File: src/rtl/pwl_pkg.sv
`timescale 1ns / 1ps
// ----------------------------------------------------------------------------
// pwl_pkg
// Types, constants and segment tables for the piecewise-linear log2/exp2 unit.
// ----------------------------------------------------------------------------
package pwl_pkg;

    localparam int FRAC_BITS  = 12;
    localparam int COEF_BITS  = 18;
    localparam int RES_BITS   = 8;
    localparam int SEG_COUNT  = 16;
    localparam int SEG_W      = 4;
    localparam int EXP_LIMIT  = 18;
    localparam int SH_W       = 5;
    localparam int VALUE_W    = 19;
    localparam int DELTA_W    = 15;
    localparam int PROD_W     = DELTA_W + RES_BITS;
    localparam int Q12R_W     = FRAC_BITS + 1;
    localparam int ROUND_SH   = COEF_BITS - FRAC_BITS;

    localparam logic OP_LOG2 = 1'b0;
    localparam logic OP_EXP2 = 1'b1;

    typedef struct packed {
        logic        op;
        logic [31:0] operand;
    } pwl_in_t;

    typedef struct packed {
        logic [VALUE_W-1:0] value;
        logic               zero_count_error;
    } pwl_out_t;

    // word after table lookup
    typedef struct packed {
        logic                op;
        logic                zero;
        logic                exp_big;
        logic [SH_W-1:0]     exp_sh;
        logic [SH_W-1:0]     ip;
        logic [VALUE_W-1:0]  base;
        logic [DELTA_W-1:0]  delta;
        logic [RES_BITS-1:0] res;
    } pwl_lut_t;

    // word after segment evaluation
    typedef struct packed {
        logic               op;
        logic               zero;
        logic               exp_big;
        logic [SH_W-1:0]    exp_sh;
        logic [SH_W-1:0]    ip;
        logic [VALUE_W-1:0] q18;
    } pwl_q18_t;

    function automatic logic [VALUE_W-1:0] lg_base_rom(input logic [SEG_W-1:0] seg);
        logic [VALUE_W-1:0] r;
        case (seg)
            4'd0:    r = 19'd0;
            4'd1:    r = 19'd22928;
            4'd2:    r = 19'd44545;
            4'd3:    r = 19'd64993;
            4'd4:    r = 19'd84392;
            4'd5:    r = 19'd102844;
            4'd6:    r = 19'd120437;
            4'd7:    r = 19'd137249;
            4'd8:    r = 19'd153344;
            4'd9:    r = 19'd168783;
            4'd10:   r = 19'd183616;
            4'd11:   r = 19'd197889;
            4'd12:   r = 19'd211643;
            4'd13:   r = 19'd224915;
            4'd14:   r = 19'd237736;
            default: r = 19'd250137;
        endcase
        return r;
    endfunction

    function automatic logic [DELTA_W-1:0] lg_delta_rom(input logic [SEG_W-1:0] seg);
        logic [DELTA_W-1:0] r;
        case (seg)
            4'd0:    r = 15'd22928;
            4'd1:    r = 15'd21617;
            4'd2:    r = 15'd20448;
            4'd3:    r = 15'd19399;
            4'd4:    r = 15'd18452;
            4'd5:    r = 15'd17594;
            4'd6:    r = 15'd16811;
            4'd7:    r = 15'd16096;
            4'd8:    r = 15'd15439;
            4'd9:    r = 15'd14833;
            4'd10:   r = 15'd14273;
            4'd11:   r = 15'd13754;
            4'd12:   r = 15'd13271;
            4'd13:   r = 15'd12821;
            4'd14:   r = 15'd12401;
            default: r = 15'd12007;
        endcase
        return r;
    endfunction

    function automatic logic [VALUE_W-1:0] ex_base_rom(input logic [SEG_W-1:0] seg);
        logic [VALUE_W-1:0] r;
        case (seg)
            4'd0:    r = 19'd262144;
            4'd1:    r = 19'd251030;
            4'd2:    r = 19'd240387;
            4'd3:    r = 19'd230195;
            4'd4:    r = 19'd220436;
            4'd5:    r = 19'd211090;
            4'd6:    r = 19'd202141;
            4'd7:    r = 19'd193571;
            4'd8:    r = 19'd185364;
            4'd9:    r = 19'd177505;
            4'd10:   r = 19'd169979;
            4'd11:   r = 19'd162773;
            4'd12:   r = 19'd155872;
            4'd13:   r = 19'd149263;
            4'd14:   r = 19'd142935;
            default: r = 19'd136875;
        endcase
        return r;
    endfunction

    function automatic logic [DELTA_W-1:0] ex_delta_rom(input logic [SEG_W-1:0] seg);
        logic [DELTA_W-1:0] r;
        case (seg)
            4'd0:    r = 15'd11114;
            4'd1:    r = 15'd10643;
            4'd2:    r = 15'd10192;
            4'd3:    r = 15'd9760;
            4'd4:    r = 15'd9346;
            4'd5:    r = 15'd8950;
            4'd6:    r = 15'd8570;
            4'd7:    r = 15'd8207;
            4'd8:    r = 15'd7859;
            4'd9:    r = 15'd7526;
            4'd10:   r = 15'd7207;
            4'd11:   r = 15'd6901;
            4'd12:   r = 15'd6608;
            4'd13:   r = 15'd6328;
            4'd14:   r = 15'd6060;
            default: r = 15'd5803;
        endcase
        return r;
    endfunction

endpackage

File: src/rtl/pwl_log2_exp2_unit.sv
`timescale 1ns / 1ps
// throughput: one word per cycle while the output is not stalled; five register stages, each with its own valid
// stages: leading-one search, shift and table, multiply, add, round and shift
// a stalled output holds its word while earlier empty stages keep filling
// reset (rst_n, asynchronous, active low) clears every stage valid bit
// ----------------------------------------------------------------------------
// pwl_log2_exp2_unit
// Shared 16-segment piecewise-linear log2 (Q12) and exp2 of minus d (Q18).
// ----------------------------------------------------------------------------
module pwl_log2_exp2_unit #(
    parameter int OPERAND_BITS = 32
) (
    input  logic              clk,
    input  logic              rst_n,
    input  logic              req_valid,
    output logic              req_ready,
    input  pwl_pkg::pwl_in_t  req,
    output logic              rsp_valid,
    input  logic              rsp_ready,
    output pwl_pkg::pwl_out_t rsp
);
    import pwl_pkg::*;

    logic     lut_valid, lut_ready;
    pwl_lut_t lut;
    logic     seg_valid, seg_ready;
    pwl_q18_t seg_word;

    pwl_norm #(
        .OPERAND_BITS (OPERAND_BITS)
    ) u_norm (
        .clk       (clk),
        .rst_n     (rst_n),
        .req_valid (req_valid),
        .req_ready (req_ready),
        .req       (req),
        .lut_valid (lut_valid),
        .lut_ready (lut_ready),
        .lut       (lut)
    );

    pwl_seg u_seg (
        .clk       (clk),
        .rst_n     (rst_n),
        .lut_valid (lut_valid),
        .lut_ready (lut_ready),
        .lut       (lut),
        .seg_valid (seg_valid),
        .seg_ready (seg_ready),
        .seg_out   (seg_word)
    );

    pwl_fin u_fin (
        .clk       (clk),
        .rst_n     (rst_n),
        .seg_valid (seg_valid),
        .seg_ready (seg_ready),
        .seg_in    (seg_word),
        .rsp_valid (rsp_valid),
        .rsp_ready (rsp_ready),
        .rsp       (rsp)
    );

endmodule

File: src/rtl/pwl_norm.sv
`timescale 1ns / 1ps
// ----------------------------------------------------------------------------
// pwl_norm
// Two stages: leading-one search, then normalising shift and table lookup.
// ----------------------------------------------------------------------------
module pwl_norm #(
    parameter int OPERAND_BITS = 32
) (
    input  logic               clk,
    input  logic               rst_n,
    input  logic               req_valid,
    output logic               req_ready,
    input  pwl_pkg::pwl_in_t   req,
    output logic               lut_valid,
    input  logic               lut_ready,
    output pwl_pkg::pwl_lut_t  lut
);
    import pwl_pkg::*;

    // stage 1
    logic                    s1_valid_reg, s1_valid_next;
    logic                    s1_op_reg;
    logic [OPERAND_BITS-1:0] s1_x_reg, s1_x_next;
    logic [SH_W-1:0]         s1_lead_reg, s1_lead_next;
    logic                    s1_zero_reg, s1_big_reg, s1_big_next;
    logic [SH_W-1:0]         s1_sh_reg;
    logic [OPERAND_BITS-1:0] ipart;
    logic                    s1_ready;

    // stage 2
    logic                    s2_valid_reg, s2_valid_next;
    pwl_lut_t                s2_reg, s2_next;
    logic [OPERAND_BITS-1:0] norm;
    logic [FRAC_BITS-1:0]    code;
    logic [SEG_W-1:0]        seg;
    logic                    s2_ready;

    assign s2_ready  = !s2_valid_reg || lut_ready;
    assign s1_ready  = !s1_valid_reg || s2_ready;
    assign req_ready = s1_ready;

    always_comb
    begin
        s1_x_next    = req.operand[OPERAND_BITS-1:0];
        s1_lead_next = '0;
        for (int i = 0; i < OPERAND_BITS; i++)
        begin
            if (s1_x_next[i])
            begin
                s1_lead_next = SH_W'(i);
            end
        end
        ipart         = s1_x_next >> FRAC_BITS;
        s1_big_next   = ipart > OPERAND_BITS'(EXP_LIMIT);
        s1_valid_next = s1_ready ? req_valid : s1_valid_reg;
    end

    always_comb
    begin
        // the leading one lands at the top bit, with the bits below it right under it
        norm = s1_x_reg << (SH_W'(OPERAND_BITS - 1) - s1_lead_reg);
        if (s1_op_reg == OP_EXP2)
        begin
            code = s1_x_reg[FRAC_BITS-1:0];
        end
        else
        begin
            code = norm[OPERAND_BITS-2 -: FRAC_BITS];
        end
        seg             = code[FRAC_BITS-1 -: SEG_W];
        s2_next.op      = s1_op_reg;
        s2_next.zero    = s1_zero_reg;
        s2_next.exp_big = s1_big_reg;
        s2_next.exp_sh  = s1_sh_reg;
        s2_next.ip      = s1_lead_reg;
        s2_next.res     = code[RES_BITS-1:0];
        if (s1_op_reg == OP_EXP2)
        begin
            s2_next.base  = ex_base_rom(seg);
            s2_next.delta = ex_delta_rom(seg);
        end
        else
        begin
            s2_next.base  = lg_base_rom(seg);
            s2_next.delta = lg_delta_rom(seg);
        end
        s2_valid_next = s2_ready ? s1_valid_reg : s2_valid_reg;
    end

    always_ff @(posedge clk or negedge rst_n)
    begin
        if (!rst_n)
        begin
            s1_valid_reg <= 1'b0;
            s2_valid_reg <= 1'b0;
        end
        else
        begin
            s1_valid_reg <= s1_valid_next;
            s2_valid_reg <= s2_valid_next;
        end
    end

    always_ff @(posedge clk)
    begin
        if (s1_ready && req_valid)
        begin
            s1_op_reg   <= req.op;
            s1_x_reg    <= s1_x_next;
            s1_lead_reg <= s1_lead_next;
            s1_zero_reg <= (s1_x_next == '0);
            s1_big_reg  <= s1_big_next;
            s1_sh_reg   <= ipart[SH_W-1:0];
        end
        if (s2_ready && s1_valid_reg)
        begin
            s2_reg <= s2_next;
        end
    end

    assign lut_valid = s2_valid_reg;
    assign lut       = s2_reg;

endmodule

File: src/rtl/pwl_seg.sv
`timescale 1ns / 1ps
// ----------------------------------------------------------------------------
// pwl_seg
// Two stages: delta times residual, then rounded correction added to or
// taken from the segment base.
// ----------------------------------------------------------------------------
module pwl_seg (
    input  logic               clk,
    input  logic               rst_n,
    input  logic               lut_valid,
    output logic               lut_ready,
    input  pwl_pkg::pwl_lut_t  lut,
    output logic               seg_valid,
    input  logic               seg_ready,
    output pwl_pkg::pwl_q18_t  seg_out
);
    import pwl_pkg::*;

    logic               s3_valid_reg, s3_valid_next;
    pwl_lut_t           s3_lut_reg;
    logic [PROD_W-1:0]  s3_prod_reg, s3_prod_next;
    logic               s3_ready;

    logic               s4_valid_reg, s4_valid_next;
    pwl_q18_t           s4_reg, s4_next;
    logic [DELTA_W-1:0] corr;
    logic               s4_ready;

    assign s4_ready  = !s4_valid_reg || seg_ready;
    assign s3_ready  = !s3_valid_reg || s4_ready;
    assign lut_ready = s3_ready;

    always_comb
    begin
        s3_prod_next  = PROD_W'(lut.delta) * PROD_W'(lut.res);
        s3_valid_next = s3_ready ? lut_valid : s3_valid_reg;
    end

    always_comb
    begin
        corr = DELTA_W'((s3_prod_reg + PROD_W'(1 << (RES_BITS - 1))) >> RES_BITS);
        s4_next.op      = s3_lut_reg.op;
        s4_next.zero    = s3_lut_reg.zero;
        s4_next.exp_big = s3_lut_reg.exp_big;
        s4_next.exp_sh  = s3_lut_reg.exp_sh;
        s4_next.ip      = s3_lut_reg.ip;
        if (s3_lut_reg.op == OP_EXP2)
        begin
            s4_next.q18 = s3_lut_reg.base - VALUE_W'(corr);
        end
        else
        begin
            s4_next.q18 = s3_lut_reg.base + VALUE_W'(corr);
        end
        s4_valid_next = s4_ready ? s3_valid_reg : s4_valid_reg;
    end

    always_ff @(posedge clk or negedge rst_n)
    begin
        if (!rst_n)
        begin
            s3_valid_reg <= 1'b0;
            s4_valid_reg <= 1'b0;
        end
        else
        begin
            s3_valid_reg <= s3_valid_next;
            s4_valid_reg <= s4_valid_next;
        end
    end

    always_ff @(posedge clk)
    begin
        if (s3_ready && lut_valid)
        begin
            s3_lut_reg  <= lut;
            s3_prod_reg <= s3_prod_next;
        end
        if (s4_ready && s3_valid_reg)
        begin
            s4_reg <= s4_next;
        end
    end

    assign seg_valid = s4_valid_reg;
    assign seg_out   = s4_reg;

endmodule

File: src/rtl/pwl_fin.sv
`timescale 1ns / 1ps
// ----------------------------------------------------------------------------
// pwl_fin
// Output stage: Q12 rounding with carry for log2 (zero operand flagged), range shift for exp2.
// ----------------------------------------------------------------------------
module pwl_fin (
    input  logic               clk,
    input  logic               rst_n,
    input  logic               seg_valid,
    output logic               seg_ready,
    input  pwl_pkg::pwl_q18_t  seg_in,
    output logic               rsp_valid,
    input  logic               rsp_ready,
    output pwl_pkg::pwl_out_t  rsp
);
    import pwl_pkg::*;

    logic               rsp_valid_reg, rsp_valid_next;
    pwl_out_t           rsp_reg, rsp_next;
    logic [Q12R_W-1:0]  q12r;

    assign seg_ready = !rsp_valid_reg || rsp_ready;

    always_comb
    begin
        q12r = Q12R_W'((seg_in.q18 + VALUE_W'(1 << (ROUND_SH - 1))) >> ROUND_SH);
        rsp_next.zero_count_error = 1'b0;
        if (seg_in.op == OP_EXP2)
        begin
            rsp_next.value = seg_in.exp_big ? '0 : (seg_in.q18 >> seg_in.exp_sh);
        end
        else if (seg_in.zero)
        begin
            rsp_next.value            = '0;
            rsp_next.zero_count_error = 1'b1;
        end
        else
        begin
            // a rounded fraction of 4096 carries into the integer part by itself
            rsp_next.value = (VALUE_W'(seg_in.ip) << FRAC_BITS) + VALUE_W'(q12r);
        end
        rsp_valid_next = seg_ready ? seg_valid : rsp_valid_reg;
    end

    always_ff @(posedge clk or negedge rst_n)
    begin
        if (!rst_n)
        begin
            rsp_valid_reg <= 1'b0;
        end
        else
        begin
            rsp_valid_reg <= rsp_valid_next;
        end
    end

    always_ff @(posedge clk)
    begin
        if (seg_ready && seg_valid)
        begin
            rsp_reg <= rsp_next;
        end
    end

    assign rsp_valid = rsp_valid_reg;
    assign rsp       = rsp_reg;

endmodule

File: config.mk
export PLATFORM = sky130hd
export DESIGN_NAME = pwl_log2_exp2_unit
export DESIGN_NICKNAME = d
export VERILOG_FILES = /design/src/rtl/pwl_pkg.sv /design/src/rtl/pwl_log2_exp2_unit.sv /design/src/rtl/pwl_norm.sv /design/src/rtl/pwl_seg.sv /design/src/rtl/pwl_fin.sv
export SDC_FILE = /design/constraint.sdc
export NUM_CORES = 1
export LEC_CHECK = 0
export ABC_AREA = 1
export BUFFER_PORTS_ARGS = -buffer_cell sky130_fd_sc_hd__buf_4
export CORE_MARGIN = 1
export CORE_UTILIZATION = 57
export CTS_CLUSTER_SIZE = 28
export DETAILED_ROUTE_END_ITERATION = 10
export HOLD_SLACK_MARGIN = 0.08
export PLACE_DENSITY = 0.74
export RECOVER_POWER = 100
export SLEW_MARGIN = 10
export SYNTH_ARGS = -nofsm -noshare
export SYNTH_HDL_FRONTEND = slang
export SYNTH_SLANG_ARGS = --single-unit
File: constraint.sdc
create_clock -name clk -period 7.95 [get_ports clk]
set_clock_uncertainty 0.1 [all_clocks]
set_input_delay 0.795 -clock clk [delete_from_list [all_inputs] [get_ports clk]]
set_output_delay 0.795 -clock clk [all_outputs]
set_load 0.01 [all_outputs]
### Word-level counts from Yosys, hierarchy flattened

Memories as Yosys holds them, arrays and structs flattened.
Index checks and enable logic that the tools add are counted.

| cells by class | value |
|---|---|
| add/sub/neg operators | 6 |
| muxes and demuxes | 37 |
| $lt $le $gt $ge | 1 |
| shifts and indexed selects | 2 |
| reductions and logical operators | 20 |
| multipliers | 1 |

Operator list:

| operator | count |
|---|---|
| $mux W5 | 14 |
| $mux W19 | 3 |
| $mux W34 | 1 |
| $logic_not A32 Y1 | 1 |
| $mux W4 | 8 |
| $shl A32 B5 Y31 | 1 |
| $add A23 B8 Y23 const B | 1 |
| $mul A15 B8 Y23 | 1 |
| $gt A20 B5 Y1 const B | 1 |
| $add A19 B15 Y19 | 1 |
| $add A19 B6 Y19 const B | 1 |
| $shr A19 B5 Y19 | 1 |
| $sub A19 B15 Y19 | 1 |
| $add A17 B13 Y18 | 1 |
| $mux W18 | 1 |
| $reduce_or A16 Y1 | 1 |
| $mux W12 | 1 |
| $mux W3 | 4 |
| $reduce_or A8 Y1 | 1 |
| $logic_and A1 B1 Y1 | 5 |
| $logic_not A1 Y1 | 5 |
| $logic_or A1 B1 Y1 | 5 |
| $sub A5 B5 Y5 const A | 1 |
| $mux W2 | 2 |
| 3 further kinds | 5 |

| storage, ports and cells | value |
|---|---|
| bits in registers | 212 |
| input port bits | 37 |
| output and inout bits | 22 |
| ROM bits | 1056 |
| memories | 4 |

Memory list:

| name | depth | width | rd ports | clocked after Yosys merged registers in | write ports | line | text |
|---|---|---|---|---|---|---|---|
| (no name shown) | 16 | 19 | 1 | 0 | 0 | pwl_pkg.sv:104 | `case (seg)` |
| (no name shown) | 16 | 18 | 1 | 0 | 0 | pwl_pkg.sv:58 | `case (seg)` |
| (no name shown) | 16 | 15 | 1 | 0 | 0 | pwl_pkg.sv:81 | `case (seg)` |
| (no name shown) | 16 | 14 | 1 | 0 | 0 | pwl_pkg.sv:127 | `case (seg)` |

### Depth between registers and ports, before layout

| depth | value |
|---|---|
| depth in word-level cells | 30 |
| gate-level depth with buffers | 31 |
| depth with buffers taken out | 31 |

### By module

A second synthesis with hierarchy kept.

| unflattened totals | value |
|---|---|
| cell total of the unflattened synthesis | 2053 |
| area, all modules | 16314.4 sq um |

Modules (own cells, without submodules):

| module | sequential area each (sq um) | cells each | instances | area an instance (sq um) |
|---|---|---|---|---|
| pwl_seg | 2452.4 | 994 | 1 | 8201.6 |
| pwl_norm | 2872.8 | 740 | 1 | 6039.5 |
| pwl_fin | 625.6 | 319 | 1 | 2073.2 |

### Worst setup path after synthesis

Ideal clock, no wire load.

| path | value |
|---|---|
| kind | reg2reg |
| start | reg u_norm.s2_reg, in the netlist u_norm.lut[4] |
| end | reg u_seg.s3_prod_reg[16] (data pin) |
| data required time | 7591 ps |
| buffers on the path | 1 |
| cell stages (with the launch flop) | 22 |
| slack | 3208 ps |
| arrival | 4383 ps |
| library setup time | 259 ps |
| path through | edfxtp_1 clkbuf_1 nand2_1 inv_1 fa_1 fa_1 inv_1 fa_1 fa_1 inv_1 ha_1 a21oi_1 o21ai_1 a21o_1 a21o_1 nand3_1 nand2_1 a21oi_1 o21ai_1 nand3_1 nand2_1 xor2_1 |

| between the ends | value |
|---|---|
| cells in the longest elaborated chain, start to end | 1 |

RTL lines:

| what | line | text |
|---|---|---|
| start, declared | pwl_norm.sv:32 | `pwl_lut_t s2_reg, s2_next;` |
| start signal, assigned | pwl_norm.sv:117 | `s2_reg <= s2_next;` |
| $mul A15 B8 Y23 | pwl_seg.sv:35 | `s3_prod_next = PROD_W'(lut.delta) * PROD_W'(lut.res);` |
| net u_seg.s3_prod_next[16] | pwl_seg.sv:21 | `logic [PROD_W-1:0] s3_prod_reg, s3_prod_next;` |
| end signal, assigned | pwl_seg.sv:77 | `s3_prod_reg <= s3_prod_next;` |
| end, declared | pwl_seg.sv:21 |  |

The timed path passes the listed nets, and every way through them passes these cells.
A chain may end at the register's enable or synchronous reset.

==> impl_summary.md <==
Placed design
Before CTS, the worst setup slack after placement is 2934 ps. The total of buffers placed on input and output ports is 58. Summed over all nets, the half-perimeter wirelength after detailed placement is 27790 um. Once placement finished, the instance area stood at 15760 um2. The congestion estimate from routability-driven global placement came to 0.9326.

Job
The tool flagged a number of max-cap violations equal to 4.

Clock network
The number of H-tree levels is 4. Buffers inserted during clock tree synthesis total 17. The total setup buffers inserted after CTS is 0. The clock slew at the register clock pins of the worst setup and hold paths is 80 ps.

TritonCTS built the clock tree. The clock net in this run drives a total of 199 sinks. The clock network latency to the later pin of the worst-skew pair is 440 ps. The tree is rooted in a sky130_fd_sc_hd__clkbuf_16. After clock tree synthesis, the flow added hold-fix buffers numbering 1. The number of resized instances in the post-cts repair step is 0.

In this run the deepest clock path goes through 2 buffers.

Layout
The register with the most flip-flops in the layout has 55 of them. At the end of the flow, the number of nets in the layout was 1986. Once layout is done, the placed cells without fillers occupy 16090 um2. The multi-input gate area in the final layout is 7655 um2.

Summing all flip-flop and latch instances after layout gives 5951 um2. The filler cells instantiated in the layout total 2351. The fraction of layout cells with a size suffix above 1 is 3.925%. From synthesis to final layout, the design area changed by 6.297%.

Measured on the finished design, the core utilization comes to 61.76%.

Worst setup path
The required time of the worst setup path is 7980 ps. In this run the worst setup path begins at u_norm.s1_lead_reg[0]. In this run the critical register-to-register path is captured at u_norm.lut[33]. The worst setup path is launched from a flop. The number of cells on the worst reg-to-reg path is 16.

Across all register-to-register paths, the minimum setup slack is 1850 ps. The critical path in this run is classified as flop to flop. The worst setup path is captured at a flop.

Along the worst path, the maximum fanout reaches 38. The reg-to-reg critical path startpoint is u_norm.s1_lead_reg[0]. The data arrival time of the worst path is 6130 ps.

Outcome
The checks that failed: max-capacitance violations, max-slew violations. The flow ran to the end, but the final reports show violations.

Floorplan
The initial standard-cell utilization of the core is 58.10%. The total die area is 27220 um2. The width of the die is 165.0 um. From bottom edge to top edge, the die measures 165.0 um. The placement row count is 59. The number of placed I/O pins is 59. The core region is 26060 um2.

STA
Setup repair after global routing left no endpoint under its margin. Static timing analysis puts the maximum clock frequency at 0.1640 GHz. The worst path meets setup with 1853 ps of slack. The final-layout setup total negative slack is 0 ps.

In this run the tightest slew margin relative to its limit is -100.9%. The post-route clock period utilization is 76.69%. Setup violations remaining at the end of the flow were counted as 0. The number of pins with negative max-slew slack in the final report came to 184. The final count of hold timing violations came to 0. At the pin with the least slew margin, the transition time is 3002 ps. The worst path needs 6097 ps of the cycle, external delays included.

Logic synthesis
The post-synthesis net count is 1967. The portion of synthesized cell area occupied by the leading cell type is 38.48%. The Yosys step of the flow raised 0 warnings. The fraction of the yosys area taken by sequential cells is 39.30%. sky130_fd_sc_hd__edfxtp_1 takes more of the synthesized area than any other cell.

In this run, synthesis produced a sequential element count of 199. The unique cell type count in the Yosys netlist is 59. Counting instances in the post-synthesis netlist gives the leading cell types as sky130_fd_sc_hd__nand2_1, sky130_fd_sc_hd__inv_1, sky130_fd_sc_hd__edfxtp_1, sky130_fd_sc_hd__nor2_1, sky130_fd_sc_hd__o21ai_0.

Sorting the synthesized cells by area gives the leading types as sky130_fd_sc_hd__edfxtp_1, sky130_fd_sc_hd__nand2_1, sky130_fd_sc_hd__fa_1, sky130_fd_sc_hd__inv_1, sky130_fd_sc_hd__ha_1. The post-synthesis area per instance is 8.516 um2. After synthesis the cells add up to 15140 um2. The share of flip-flops with an asynchronous set or reset is 2.513%. For this run, the leading register cell type out of synthesis is sky130_fd_sc_hd__edfxtp_1. Counting flops with a built-in enable in the synthesized netlist gives 194.

Among all cell types in the netlist, the one instantiated most often is sky130_fd_sc_hd__nand2_1. The count of mapped cells out of synthesis is 1778.

Pwr
Power spread over the standard cell area amounts to 382.0 nW/um2. VDD sags by at most 428.3 uV. The total power consumption of the routed design is 6.148 mW.

The analysis attributes to cell leakage a power of 7.457 nW.

Hold path
The endpoint of the worst hold-timing path is u_seg.seg_out[25]. The startpoint of the most critical hold path is u_seg.s3_lut_reg[48]. The worst hold-check path type is flop to flop. The hold-critical path depth is 0.

GRT
The largest net degree at the start of global routing is 56. The via count of the first global-routing pass came to 11110. The number of antenna violations at the first check in global routing came to 1. In the global route stage, overall resource usage came out at 27.31%.

For this run the aggregate overflow at the end of global routing stands at 0. The global-route wire length before repair is 56950 um.

Detailed routing
For this run, the detailed router's first-pass iteration total came to 6. The via count is 12010. Wires add up to 36020 um. The post-detailed-route count of antenna-violating nets is 0. The number of violations reported at the end of detailed-routing iteration 0 is 1423. After detailed routing, the average wire length per cell comes to 16.79 um. The number of DRC violations after detailed routing is 0. The number of vias per cell after detailed routing is 5.599.
-- layout make-up --
type | instances | share of cell area (%)
clock buffer | 17 | 2.643
timing repair buffer | 68 | 1.835
inverter | 319 | 7.471
sequential | 199 | 36.97
antenna | 1 | 0.01555
tap | 335 | 2.604
multi-input combinational | 1192 | 47.56
clock inverter | 14 | 0.8940
-- report_power, final --
group | total [mW] | leakage, nW | switching, mW | internal, mW
Combinational | 3.49 | 5.27 | 2.14 | 1.35
Clock | 0.847 | 0.278 | 0.406 | 0.441
Sequential | 1.81 | 1.91 | 0.188 | 1.62
Total | 6.15 | 7.46 | 2.73 | 3.41
-- kinds of logic after synthesis --
logic type / after synthesis / share of synthesized area, %
compound gates: 287 / 11.20
simple gates: 673 / 18.23
buf+inv: 387 / 10.07
flops: 199 / 39.30
xor+xnor: 63 / 3.644
mux: 17 / 1.124
fa+ha+maj: 152 / 16.43
-- through the flow --
stage | instances | hold slack [ps]
after global routing | 2144 | 323.5
after detailed placement | 2112 | 304.5
after floorplan | 1778 | 300.3
after global placement | 2112 | 301.3
final | 2145 | 313.3
after CTS | 2144 | 316.5
-- layer usage --
metal  up-vias  part of all wire, %  GRT usage (%)
li1       5818                    -              -
met1      5683                   45          38.89
met2       448                   45          42.13
met3        61                  6.9          4.571
met4         0                  2.7          9.425
met5         -                    0              0
-- placed cells by master, fill, tap and decap left out, drive strengths merged, types with 3 or more instances in the layout --
cell type	Yosys	final
a31oi	11	11
o211ai	19	19
nor2	123	123
inv	316	322
a32oi	3	3
edfxtp	194	194
xor2	48	48
a21o	4	4
a211oi	5	5
nand4	8	8
nor4	3	3
or2	3	3
o21ai	141	141
clkbuf	46	79
o2111ai	4	4
buf	22	5
clkinv	3	9
a21oi	65	65
dfrtp	5	5
o221ai	10	10
nor3	13	13
xnor2	15	15
o22ai	6	6
ha	74	74
mux2i	17	17
fa	78	78
nand2	438	438
a22oi	5	5
nand3	82	82
o32ai	3	3
-- worst max-delay path by stage --
stage / slack, ps / depth (start not counted) / end
2_1_floorplan: 3210 / 21 / u_seg.s3_prod_reg[16]
3_3_place_gp: 2970 / 20 / u_seg.s3_prod_reg[16]
3_5_place_dp: 2930 / 20 / u_seg.s3_prod_reg[16]
4_1_cts: 2930 / 20 / u_seg.s3_prod_reg[16]
5_1_grt: 1460 / 14 / u_norm.lut[33]
6_report: 1850 / 16 / u_norm.lut[33]
-- critical path, stage by stage, from the launching register on --
cell	delay (ps)
sky130_fd_sc_hd__edfxtp_1	320
sky130_fd_sc_hd__clkbuf_1	1180
sky130_fd_sc_hd__inv_1	840
sky130_fd_sc_hd__nand2_1	210
sky130_fd_sc_hd__nand2_1	100
sky130_fd_sc_hd__nand2_1	60
sky130_fd_sc_hd__o21ai_0	120
sky130_fd_sc_hd__nand2_1	100
sky130_fd_sc_hd__o21ai_0	130
sky130_fd_sc_hd__o21ai_0	200
sky130_fd_sc_hd__o221ai_1	160
sky130_fd_sc_hd__o21ai_0	500
sky130_fd_sc_hd__inv_1	420
sky130_fd_sc_hd__ha_1	380
sky130_fd_sc_hd__a21oi_2	220
sky130_fd_sc_hd__inv_2	90
sky130_fd_sc_hd__o311ai_0	650
No activity file was read; power rests on OpenSTA's default activity.
